## config.mk

```make
export PLATFORM = sky130hd
export DESIGN_NAME = radar_report_frame_parser
export DESIGN_NICKNAME = d
export VERILOG_FILES = /design/src/rtl/core/rrfp_pkg.sv /design/src/rtl/core/rrfp_front.sv /design/src/rtl/core/rrfp_queue.sv /design/src/rtl/core/rrfp_back.sv /design/src/rtl/core/radar_report_frame_parser.sv
export SDC_FILE = /design/constraint.sdc
export NUM_CORES = 1
export LEC_CHECK = 0
export BUFFER_PORTS_ARGS = -buffer_cell sky130_fd_sc_hd__buf_2
export CAP_MARGIN = 10
export CORE_MARGIN = 2
export CORE_UTILIZATION = 24
export CTS_CLUSTER_DIAMETER = 80
export DETAILED_ROUTE_END_ITERATION = 7
export PLACE_DENSITY = 0.35
export SYNTH_ARGS = -nofsm -noshare
export SYNTH_HDL_FRONTEND = slang
export SYNTH_SLANG_ARGS = --single-unit
```

## constraint.sdc

```tcl
create_clock -name clk -period 4.9 [get_ports clk]
set_input_delay 0.245 -clock clk [delete_from_list [all_inputs] [get_ports clk]]
set_output_delay 0.245 -clock clk [all_outputs]
set_load 0.05 [all_outputs]
```

## src/rtl/core/rrfp_pkg.sv

```systemverilog
// ----------------------------------------------------------------------------
// rrfp_pkg
// Shared types and constants for the radar report frame parser.
// ----------------------------------------------------------------------------
package rrfp_pkg;

  // Frame delimiters
  localparam logic [7:0] HDR_BYTE0 = 8'hF4;
  localparam logic [7:0] HDR_BYTE1 = 8'hF3;
  localparam logic [7:0] HDR_BYTE2 = 8'hF2;
  localparam logic [7:0] HDR_BYTE3 = 8'hF1;
  localparam logic [7:0] FTR_BYTE0 = 8'hF8;  // footer bytes count down from here

  // Frame layout
  localparam int FRAME_OVERHEAD  = 10;  // header + length + footer
  localparam int FOOTER_BYTES    = 4;
  localparam int POS_LEN_LO      = 4;
  localparam int POS_LEN_HI      = 5;
  localparam int POS_PRESENT     = 6;
  localparam int POS_DIST_LO     = 7;
  localparam int POS_DIST_HI     = 8;
  localparam int POS_GATE_BASE   = 9;
  localparam int REPORT_PAYLOAD  = 35;
  localparam int GATE_COUNT      = 16;
  localparam int GATE_W          = $clog2(GATE_COUNT);
  localparam int GATE_BYTES      = 2 * GATE_COUNT;
  localparam int TOTAL_W         = 17;  // 10 + 16-bit length
  localparam int QUEUE_DEPTH     = 2;
  localparam int QPTR_W          = $clog2(QUEUE_DEPTH);

  // Finished report handed from front to back
  typedef struct packed {
    logic        bank;
    logic        present;
    logic [15:0] distance;
  } cmd_t;

  // Gate energy write into the back-end store
  typedef struct packed {
    logic              en;
    logic              bank;
    logic [GATE_W-1:0] gate;
    logic [15:0]       data;
  } wr_t;

  // Bank release from back to front
  typedef struct packed {
    logic valid;
    logic bank;
  } rel_t;

  typedef enum logic [1:0] {
    BK_IDLE,
    BK_READ,
    BK_SHOW
  } bk_state_t;

endpackage

```

## src/rtl/core/rrfp_front.sv

```systemverilog
// ----------------------------------------------------------------------------
// rrfp_front
// Byte tracker: header hunt, length and footer checks, gate energy capture.
// ----------------------------------------------------------------------------
module rrfp_front #(
  parameter int FRAME_BYTES = 64
) (
  input  logic           clk,
  input  logic           rst_n,
  input  logic           in_valid,
  output logic           in_stall,
  input  logic [7:0]     in_rx_byte,
  input  logic           q_full,
  output logic           push,
  output rrfp_pkg::cmd_t push_cmd,
  output rrfp_pkg::wr_t  wr,
  input  rrfp_pkg::rel_t rel
);
  import rrfp_pkg::*;

  localparam int PW = $clog2(FRAME_BYTES);

  logic [PW-1:0] pos_r, pos_nxt;
  logic [15:0]   len_r, len_nxt;
  logic          footer_ok_r, footer_ok_nxt;
  logic          present_r, present_nxt;
  logic [15:0]   dist_r, dist_nxt;
  logic [7:0]    lo_r;
  logic          bank_r, bank_nxt;
  logic [1:0]    busy_r, busy_nxt;

  logic               accept;
  logic [TOTAL_W-1:0] p17, total, total5, ft, gp;
  logic               in_footer, fmatch, footer_ok_now, done, in_gates;
  logic [1:0]         fidx;

  assign in_stall = busy_r[bank_r] | q_full;
  assign accept   = in_valid & ~in_stall;

  always_comb begin
    p17       = TOTAL_W'(pos_r);
    total     = TOTAL_W'(FRAME_OVERHEAD) + TOTAL_W'(len_r);
    total5    = TOTAL_W'(FRAME_OVERHEAD) + TOTAL_W'({in_rx_byte, len_r[7:0]});
    ft        = total - TOTAL_W'(FOOTER_BYTES);
    in_footer = (p17 >= ft);
    fidx      = 2'(p17 - ft);
    fmatch    = (in_rx_byte == (FTR_BYTE0 - {6'd0, fidx}));
    footer_ok_now = footer_ok_r & (~in_footer | fmatch);
    done      = ((p17 + TOTAL_W'(1)) == total);
    gp        = p17 - TOTAL_W'(POS_GATE_BASE);
    in_gates  = (p17 >= TOTAL_W'(POS_GATE_BASE)) &&
                (p17 < TOTAL_W'(POS_GATE_BASE + GATE_BYTES));
  end

  always_comb begin
    pos_nxt       = pos_r;
    len_nxt       = len_r;
    footer_ok_nxt = footer_ok_r;
    present_nxt   = present_r;
    dist_nxt      = dist_r;
    push          = 1'b0;
    if (accept) begin
      if (pos_r == PW'(0)) begin
        if (in_rx_byte == HDR_BYTE0) pos_nxt = PW'(1);
      end else if (pos_r == PW'(1)) begin
        if (in_rx_byte == HDR_BYTE1)      pos_nxt = PW'(2);
        else if (in_rx_byte == HDR_BYTE0) pos_nxt = PW'(1);
        else                              pos_nxt = PW'(0);
      end else if (pos_r == PW'(2)) begin
        pos_nxt = (in_rx_byte == HDR_BYTE2) ? PW'(3) : PW'(0);
      end else if (pos_r == PW'(3)) begin
        pos_nxt = (in_rx_byte == HDR_BYTE3) ? PW'(POS_LEN_LO) : PW'(0);
      end else if (pos_r == PW'(POS_LEN_LO)) begin
        len_nxt[7:0] = in_rx_byte;
        pos_nxt      = PW'(POS_LEN_HI);
      end else if (pos_r == PW'(POS_LEN_HI)) begin
        len_nxt[15:8] = in_rx_byte;
        footer_ok_nxt = 1'b1;
        // oversized frames never get buffered
        pos_nxt = (total5 > TOTAL_W'(FRAME_BYTES)) ? PW'(0) : PW'(POS_PRESENT);
      end else begin
        if (pos_r == PW'(POS_PRESENT)) present_nxt   = (in_rx_byte != 8'd0);
        if (pos_r == PW'(POS_DIST_LO)) dist_nxt[7:0]  = in_rx_byte;
        if (pos_r == PW'(POS_DIST_HI)) dist_nxt[15:8] = in_rx_byte;
        footer_ok_nxt = footer_ok_now;
        if (done) begin
          pos_nxt = PW'(0);
          push    = footer_ok_now && (len_r == 16'(REPORT_PAYLOAD));
        end else begin
          pos_nxt = pos_r + PW'(1);
        end
      end
    end
  end

  always_comb begin
    push_cmd.bank     = bank_r;
    push_cmd.present  = present_r;
    push_cmd.distance = dist_r;
    // odd gate byte completes the word, previous byte held in lo_r
    wr.en   = accept && (pos_r > PW'(POS_LEN_HI)) && in_gates && gp[0];
    wr.bank = bank_r;
    wr.gate = gp[GATE_W:1];
    wr.data = {in_rx_byte, lo_r};
    bank_nxt = push ? ~bank_r : bank_r;
    busy_nxt = busy_r;
    if (rel.valid) busy_nxt[rel.bank] = 1'b0;
    if (push)      busy_nxt[bank_r]   = 1'b1;
  end

  always_ff @(posedge clk) begin
    if (!rst_n) begin
      pos_r  <= '0;
      bank_r <= 1'b0;
      busy_r <= '0;
    end else begin
      pos_r  <= pos_nxt;
      bank_r <= bank_nxt;
      busy_r <= busy_nxt;
    end
  end

  always_ff @(posedge clk) begin
    len_r       <= len_nxt;
    footer_ok_r <= footer_ok_nxt;
    present_r   <= present_nxt;
    dist_r      <= dist_nxt;
    if (accept) lo_r <= in_rx_byte;
  end

endmodule

```

## src/rtl/core/rrfp_queue.sv

```systemverilog
// ----------------------------------------------------------------------------
// rrfp_queue
// Short FIFO of finished reports between front and back.
// ----------------------------------------------------------------------------
module rrfp_queue (
  input  logic           clk,
  input  logic           rst_n,
  input  logic           push,
  input  rrfp_pkg::cmd_t push_cmd,
  output logic           full,
  input  logic           pop,
  output logic           empty,
  output rrfp_pkg::cmd_t head
);
  import rrfp_pkg::*;

  cmd_t              ent_r [QUEUE_DEPTH];
  logic [QPTR_W-1:0] wp_r, wp_nxt, rp_r, rp_nxt;
  logic [QPTR_W:0]   cnt_r, cnt_nxt;
  logic              do_push, do_pop;

  assign full    = (cnt_r == (QPTR_W+1)'(QUEUE_DEPTH));
  assign empty   = (cnt_r == '0);
  assign head    = ent_r[rp_r];
  assign do_push = push & ~full;
  assign do_pop  = pop & ~empty;

  always_comb begin
    wp_nxt  = do_push ? wp_r + QPTR_W'(1) : wp_r;
    rp_nxt  = do_pop ? rp_r + QPTR_W'(1) : rp_r;
    cnt_nxt = cnt_r + (QPTR_W+1)'(do_push) - (QPTR_W+1)'(do_pop);
  end

  always_ff @(posedge clk) begin
    if (!rst_n) begin
      wp_r  <= '0;
      rp_r  <= '0;
      cnt_r <= '0;
    end else begin
      wp_r  <= wp_nxt;
      rp_r  <= rp_nxt;
      cnt_r <= cnt_nxt;
    end
  end

  always_ff @(posedge clk) begin
    if (do_push) ent_r[wp_r] <= push_cmd;
  end

endmodule

```

## src/rtl/core/rrfp_back.sv

```systemverilog
// ----------------------------------------------------------------------------
// rrfp_back
// Gate energy store and result sequencer: one result per gate.
// ----------------------------------------------------------------------------
module rrfp_back (
  input  logic           clk,
  input  logic           rst_n,
  input  rrfp_pkg::wr_t  wr,
  input  logic           q_empty,
  input  rrfp_pkg::cmd_t q_head,
  output logic           q_pop,
  output rrfp_pkg::rel_t rel,
  output logic           out_valid,
  input  logic           out_stall,
  output logic           out_target_present,
  output logic [15:0]    out_distance_cm,
  output logic [3:0]     out_gate_index,
  output logic [15:0]    out_gate_energy,
  output logic           out_last_gate
);
  import rrfp_pkg::*;

  logic [15:0] mem [2*GATE_COUNT];
  logic [15:0] rd_data_r;

  bk_state_t         state_r, state_nxt;
  cmd_t              cmd_r;
  logic [GATE_W-1:0] gate_r, gate_nxt;
  logic              rd_en, is_last;

  assign is_last = (gate_r == GATE_W'(GATE_COUNT - 1));

  always_comb begin
    state_nxt = state_r;
    unique case (state_r)
      BK_IDLE: if (!q_empty) state_nxt = BK_READ;
      BK_READ: state_nxt = BK_SHOW;
      BK_SHOW: begin
        if (!out_stall) state_nxt = is_last ? BK_IDLE : BK_READ;
      end
      default: state_nxt = BK_IDLE;
    endcase
  end

  always_comb begin
    q_pop     = 1'b0;
    rd_en     = 1'b0;
    out_valid = 1'b0;
    rel.valid = 1'b0;
    rel.bank  = cmd_r.bank;
    gate_nxt  = gate_r;
    unique case (state_r)
      BK_IDLE: begin
        q_pop    = ~q_empty;
        gate_nxt = '0;
      end
      BK_READ: rd_en = 1'b1;
      BK_SHOW: begin
        out_valid = 1'b1;
        if (!out_stall) begin
          rel.valid = is_last;
          gate_nxt  = gate_r + GATE_W'(1);
        end
      end
      default: ;
    endcase
  end

  assign out_target_present = cmd_r.present;
  assign out_distance_cm    = cmd_r.distance;
  assign out_gate_index     = 4'(gate_r);
  assign out_gate_energy    = rd_data_r;
  assign out_last_gate      = is_last;

  always_ff @(posedge clk) begin
    if (!rst_n) begin
      state_r <= BK_IDLE;
    end else begin
      state_r <= state_nxt;
    end
  end

  always_ff @(posedge clk) begin
    gate_r <= gate_nxt;
    if (q_pop) cmd_r <= q_head;
  end

  always_ff @(posedge clk) begin
    if (wr.en) mem[{wr.bank, wr.gate}] <= wr.data;
    if (rd_en) rd_data_r <= mem[{cmd_r.bank, gate_r}];
  end

endmodule

```

## src/rtl/core/radar_report_frame_parser.sv

```systemverilog
// ----------------------------------------------------------------------------
// radar_report_frame_parser
// Byte-stream frame parser emitting one result per range gate.
// ----------------------------------------------------------------------------
// Takes one byte per cycle while not stalled. A frame with a good header,
// length and footer whose payload is 35 bytes yields 16 results. The back end
// pops the report from the queue, then for each result reads the store and
// then shows the value from the output register. Gate energies are
// double-banked: the next frame is taken while the previous report drains,
// and the input stalls only when both banks still hold undelivered reports.
module radar_report_frame_parser #(
  parameter int FRAME_BYTES = 64
) (
  input  logic        clk,
  input  logic        rst_n,
  input  logic        in_valid,
  output logic        in_stall,
  input  logic [7:0]  in_rx_byte,
  output logic        out_valid,
  input  logic        out_stall,
  output logic        out_target_present,
  output logic [15:0] out_distance_cm,
  output logic [3:0]  out_gate_index,
  output logic [15:0] out_gate_energy,
  output logic        out_last_gate
);
  import rrfp_pkg::*;

  logic q_full, q_empty, push, q_pop;
  cmd_t push_cmd, q_head;
  wr_t  wr;
  rel_t rel;

  rrfp_front #(
    .FRAME_BYTES(FRAME_BYTES)
  ) u_front (
    .clk        (clk),
    .rst_n      (rst_n),
    .in_valid   (in_valid),
    .in_stall   (in_stall),
    .in_rx_byte (in_rx_byte),
    .q_full     (q_full),
    .push       (push),
    .push_cmd   (push_cmd),
    .wr         (wr),
    .rel        (rel)
  );

  rrfp_queue u_queue (
    .clk      (clk),
    .rst_n    (rst_n),
    .push     (push),
    .push_cmd (push_cmd),
    .full     (q_full),
    .pop      (q_pop),
    .empty    (q_empty),
    .head     (q_head)
  );

  rrfp_back u_back (
    .clk                (clk),
    .rst_n              (rst_n),
    .wr                 (wr),
    .q_empty            (q_empty),
    .q_head             (q_head),
    .q_pop              (q_pop),
    .rel                (rel),
    .out_valid          (out_valid),
    .out_stall          (out_stall),
    .out_target_present (out_target_present),
    .out_distance_cm    (out_distance_cm),
    .out_gate_index     (out_gate_index),
    .out_gate_energy    (out_gate_energy),
    .out_last_gate      (out_last_gate)
  );

endmodule

```

==> results.txt <==
- The flow ran to the end, and the final reports show no timing, DRC or antenna violations.
* Placement Rows: 120
* HPWL after detailed placement: 47500 um
* Pin count of the biggest net entering global routing: 68
- Pre-CTS setup slack: 1.24 ns
- Sequential element share of the synthesized area: 0.736
* Pins over their slew limit: 0
- Unrepaired setup endpoints after global routing: false
* CTS tree: done
- Fraction of the mapped netlist area in adder cells: 0.00904
- Via count: 13900
* Number of warnings reported in the yosys synthesis log: 0
- By area, the combinational part of the netlist is dominated by multiplexers.
- 52 I/O pins were placed.
- CTS Buf Count: 77
* Aggregate negative setup slack: 0 ns
- Cell taking the most area after synthesis: sky130_fd_sc_hd__edfxtp_1
* Gate count after technology mapping: 1538
- Primary flip-flop cell chosen by synthesis mapping: sky130_fd_sc_hd__edfxtp_1
- Detailed-route wire length: 76500 um
* Minimum clock period: 3.67 ns
* Worst slew pin tran: 0.983 ns
* Synth Area in XOR/XNOR: 0.0148
* Vias in the first global route: 14300
- From bottom edge to top edge, the die measures 333 um.
- First-pass GRT wire length: 108000 um
- Final setup slack of the worst path: 1.23 ns
- Synthesized-area fraction occupied by ao, oa, aoi and oai cells: 0.0503
- Count leader, synth: sky130_fd_sc_hd__edfxtp_1
* Reg clk slew, reported paths: 0.06 ns
- In this run the standard cell core region covers 0.107 mm2.
- Max-cap violations in this run came to 0.
- In the finished design, the share of the clock period the worst path needs comes to 0.748.
* Initial antenna violation count: 3
- Ranking of synthesized cells by instance count: sky130_fd_sc_hd__edfxtp_1, sky130_fd_sc_hd__mux2i_1, sky130_fd_sc_hd__nor2_1, sky130_fd_sc_hd__nand2_1, sky130_fd_sc_hd__mux4_2
- The worst pin sits at a relative slew slack of 0.344.
- Clock tree synthesis selected as its root buffer the cell sky130_fd_sc_hd__clkbuf_16.
* TritonCTS Sinks: 643
- Post-CTS resize count: 0
- Data arrival time at the worst-slack endpoint: 3.94 ns
- After detailed routing, the number of remaining DRC violations is 0.
- Data on the critical path is required at its endpoint by 5.18 ns.
* Mean routed wirelength per cell: 24.4 um
- The critical path in this run is classified as reg2reg.
- Timing startpoint of the critical path: u_front.len_r[1]
- GRT Residual Overflow: 0
* Number of flops mapped to enable cells by yosys: 628
- Clock insertion delay at the later pin of the skew report: 0.63 ns
- Element type at the critical path end: flop
* Number of flip-flops and latches in the synthesized netlist: 643
- VDD sags by at most 0.245 mV.
- Number of endpoints with negative hold slack in the final report: 0
- The path class of the tightest hold or removal check is in2reg.
- The design draws 0.0157 W.
- The analysis attributes to cell leakage a power of 9.60 nW.
* Simple-Gate Fraction of Synth Area: 0.0592
- Multiplexer share of the synthesized area: 0.115
- Placed cell count: 2990
- Fraction of final layout cells with drive strength greater than 1: 0.212
* Worst setup skew after layout: 0.0324 ns
- The worst register-to-register path begins at u_front.len_r[1].
- CP startpoint kind: flop
- Starting density of the core: 0.242
* Count of endpoints failing setup in the final report: 0
- Layout net count: 1697
* Count of input and output buffers: 51
- Routability-driven placement finished with a final weighted congestion of 0.761.
* Top-area cell type share of the netlist area: 0.725
- In the routed layout, each cell is associated on average with a via count of 4.45.
* Finished Layout Cells: 3134
* Horizontal die dimension: 333 um
- Detailed Route Iter0 Violations: 965
* Number of iterations in the first detailed-routing pass: 5
- Power spread over the standard cell area amounts to 507 mW/mm2.
* Mean area per synthesized cell: 16.9 um2
- Once detail routing completed, the nets flagged for antenna violations numbered 0.
- The H-tree generated during clock tree synthesis spans 3 levels.
- Post-synthesis instance area: 0.0260 mm2
* Worst-path fanout max: 18
- Maximum number of buffers from clock root to sink: 3
* Async set or reset register ratio after synthesis: 0
- Number of nets in the synthesized netlist: 1568
- Largest cells by area after synthesis: sky130_fd_sc_hd__edfxtp_1, sky130_fd_sc_hd__mux4_2, sky130_fd_sc_hd__mux2i_1
- Layout Area Growth over Synthesis: 18.9%
* Achievable frequency: 0.273 GHz
- Overall track demand over capacity in global routing: 0.137
- In this run the most critical hold path is launched from rst_n.
* Number of distinct standard cells referenced by the synthesized netlist: 66
- The die covers 0.111 mm2.
-- power breakdown --
part	internal (W)	leakage, nW	switching, W
logic	0.00113	2.59	0.00257
clock network	0.00335	1.22	0.00226
registers	0.00628	5.80	0.000100
total	0.0108	9.60	0.00493
-- timing repair --
item / CTS / global route
setup buffers: 0 / 0
hold buffers: 1 / 0
endpoints found under the hold margin: 2 / 0
-- worst max-delay path, stage by stage (launching register included) --
cell and delay (ns):
sky130_fd_sc_hd__edfxtp_1 0.56, sky130_fd_sc_hd__ha_1 0.54, sky130_fd_sc_hd__o211ai_2 0.21, sky130_fd_sc_hd__nor3_1 0.39, sky130_fd_sc_hd__nand3_1 0.12, sky130_fd_sc_hd__a221o_1 0.41
sky130_fd_sc_hd__nor3_2 0.30, sky130_fd_sc_hd__nand3_1 0.20, sky130_fd_sc_hd__nor4b_2 0.25, sky130_fd_sc_hd__buf_4 0.32
-- registers in the layout, indices dropped and copies added (netlist names) --
name	count
u_front.pos_r	6
u_front.present_r	1
u_queue.wp_r	1
u_front.footer_ok_r	1
u_back.out_target_present	1
u_queue.rp_r	1
u_back.state_r	2
u_queue.ent_r	36
u_back.out_distance_cm	16
u_back.out_gate_energy	16
u_front.busy_r	2
u_back.rel	1
u_front.len_r	16
u_front.dist_r	16
u_back.out_gate_index	4
u_queue.cnt_r	2
u_front.lo_r	8
u_front.bank_r	1
u_back.mem	512
-- per-layer routing --
layer | up-vias | share of wire | GRT usage | wire length [um]
met2 | 259 | 0.47 | 0.221 | 36200
met3 | 100 | 0.037 | 0.0239 | 2860
met5 | - | 0 | 0 | 0
met1 | 7241 | 0.46 | 0.187 | 35500
met4 | 0 | 0.027 | 0.0476 | 2050
li1 | 6335 | - | - | -
-- cell usage in the layout (no fill, tap or decap), drive strengths merged, types with 17 or more instances in the layout --
master / count
clkbuf: 108
nand2: 97
o221ai: 49
buf: 129
edfxtp: 628
ha: 18
nand3: 20
nor3: 20
a21oi: 27
clkinv: 27
mux2: 19
xnor2: 24
nor2: 125
mux4: 64
o21ai: 64
mux2i: 132
o22ai: 17
-- cell families (layout without fill, tap and decap cells) --
kind of cell / after synthesis / in the layout
buffers and inverters: 94 / 286
and+or+nand+nor: 336 / 336
other: 0 / 1
xor gates and xnor gates: 40 / 40
DFF: 643 / 643
adders and majority gates: 19 / 19
muxes: 215 / 215
AOI/OAI and AO/OA: 191 / 191
-- cell type report --
type                            instances  area [um2]
Multi-Input combinational cell        801        6560
Clock buffer                          108        2200
Timing Repair Buffer                  130         926
Clock inverter                         34         290
Inverter                               14        52.6
Sequential cell                       643       19200
Fill cell                           10600       76400
Antenna cell                            1        2.50
Tap cell                             1403        1760
-- worst paths after layout --
| path | end | slack [ns] | cells past startpoint |
|---|---|---|---|
| worst max-delay path | u_queue.ent_r[1][0] | 1.23 | 9 |
| worst min register to register | u_queue.ent_r[0][15] | 0.44 | 0 |
| worst min-delay path | u_back.state_r[1] | 0.05 | 2 |
| worst max register to register | u_queue.ent_r[1][0] | 1.23 | 9 |
-- stage by stage --
| stage | util | instance area, um2 | hold WS [ns] |
|---|---|---|---|
| floorplan | - | 26000 | 0.344 |
| global placement | 0.265 | 28400 | 0.424 |
| detailed placement | 0.265 | 28400 | 0.431 |
| CTS | 0.288 | 30900 | 0.0315 |
| global route | 0.288 | 30900 | 0.0505 |
| finish | 0.288 | 30900 | 0.0533 |
Note: power is estimated with default switching activity, not from simulation.
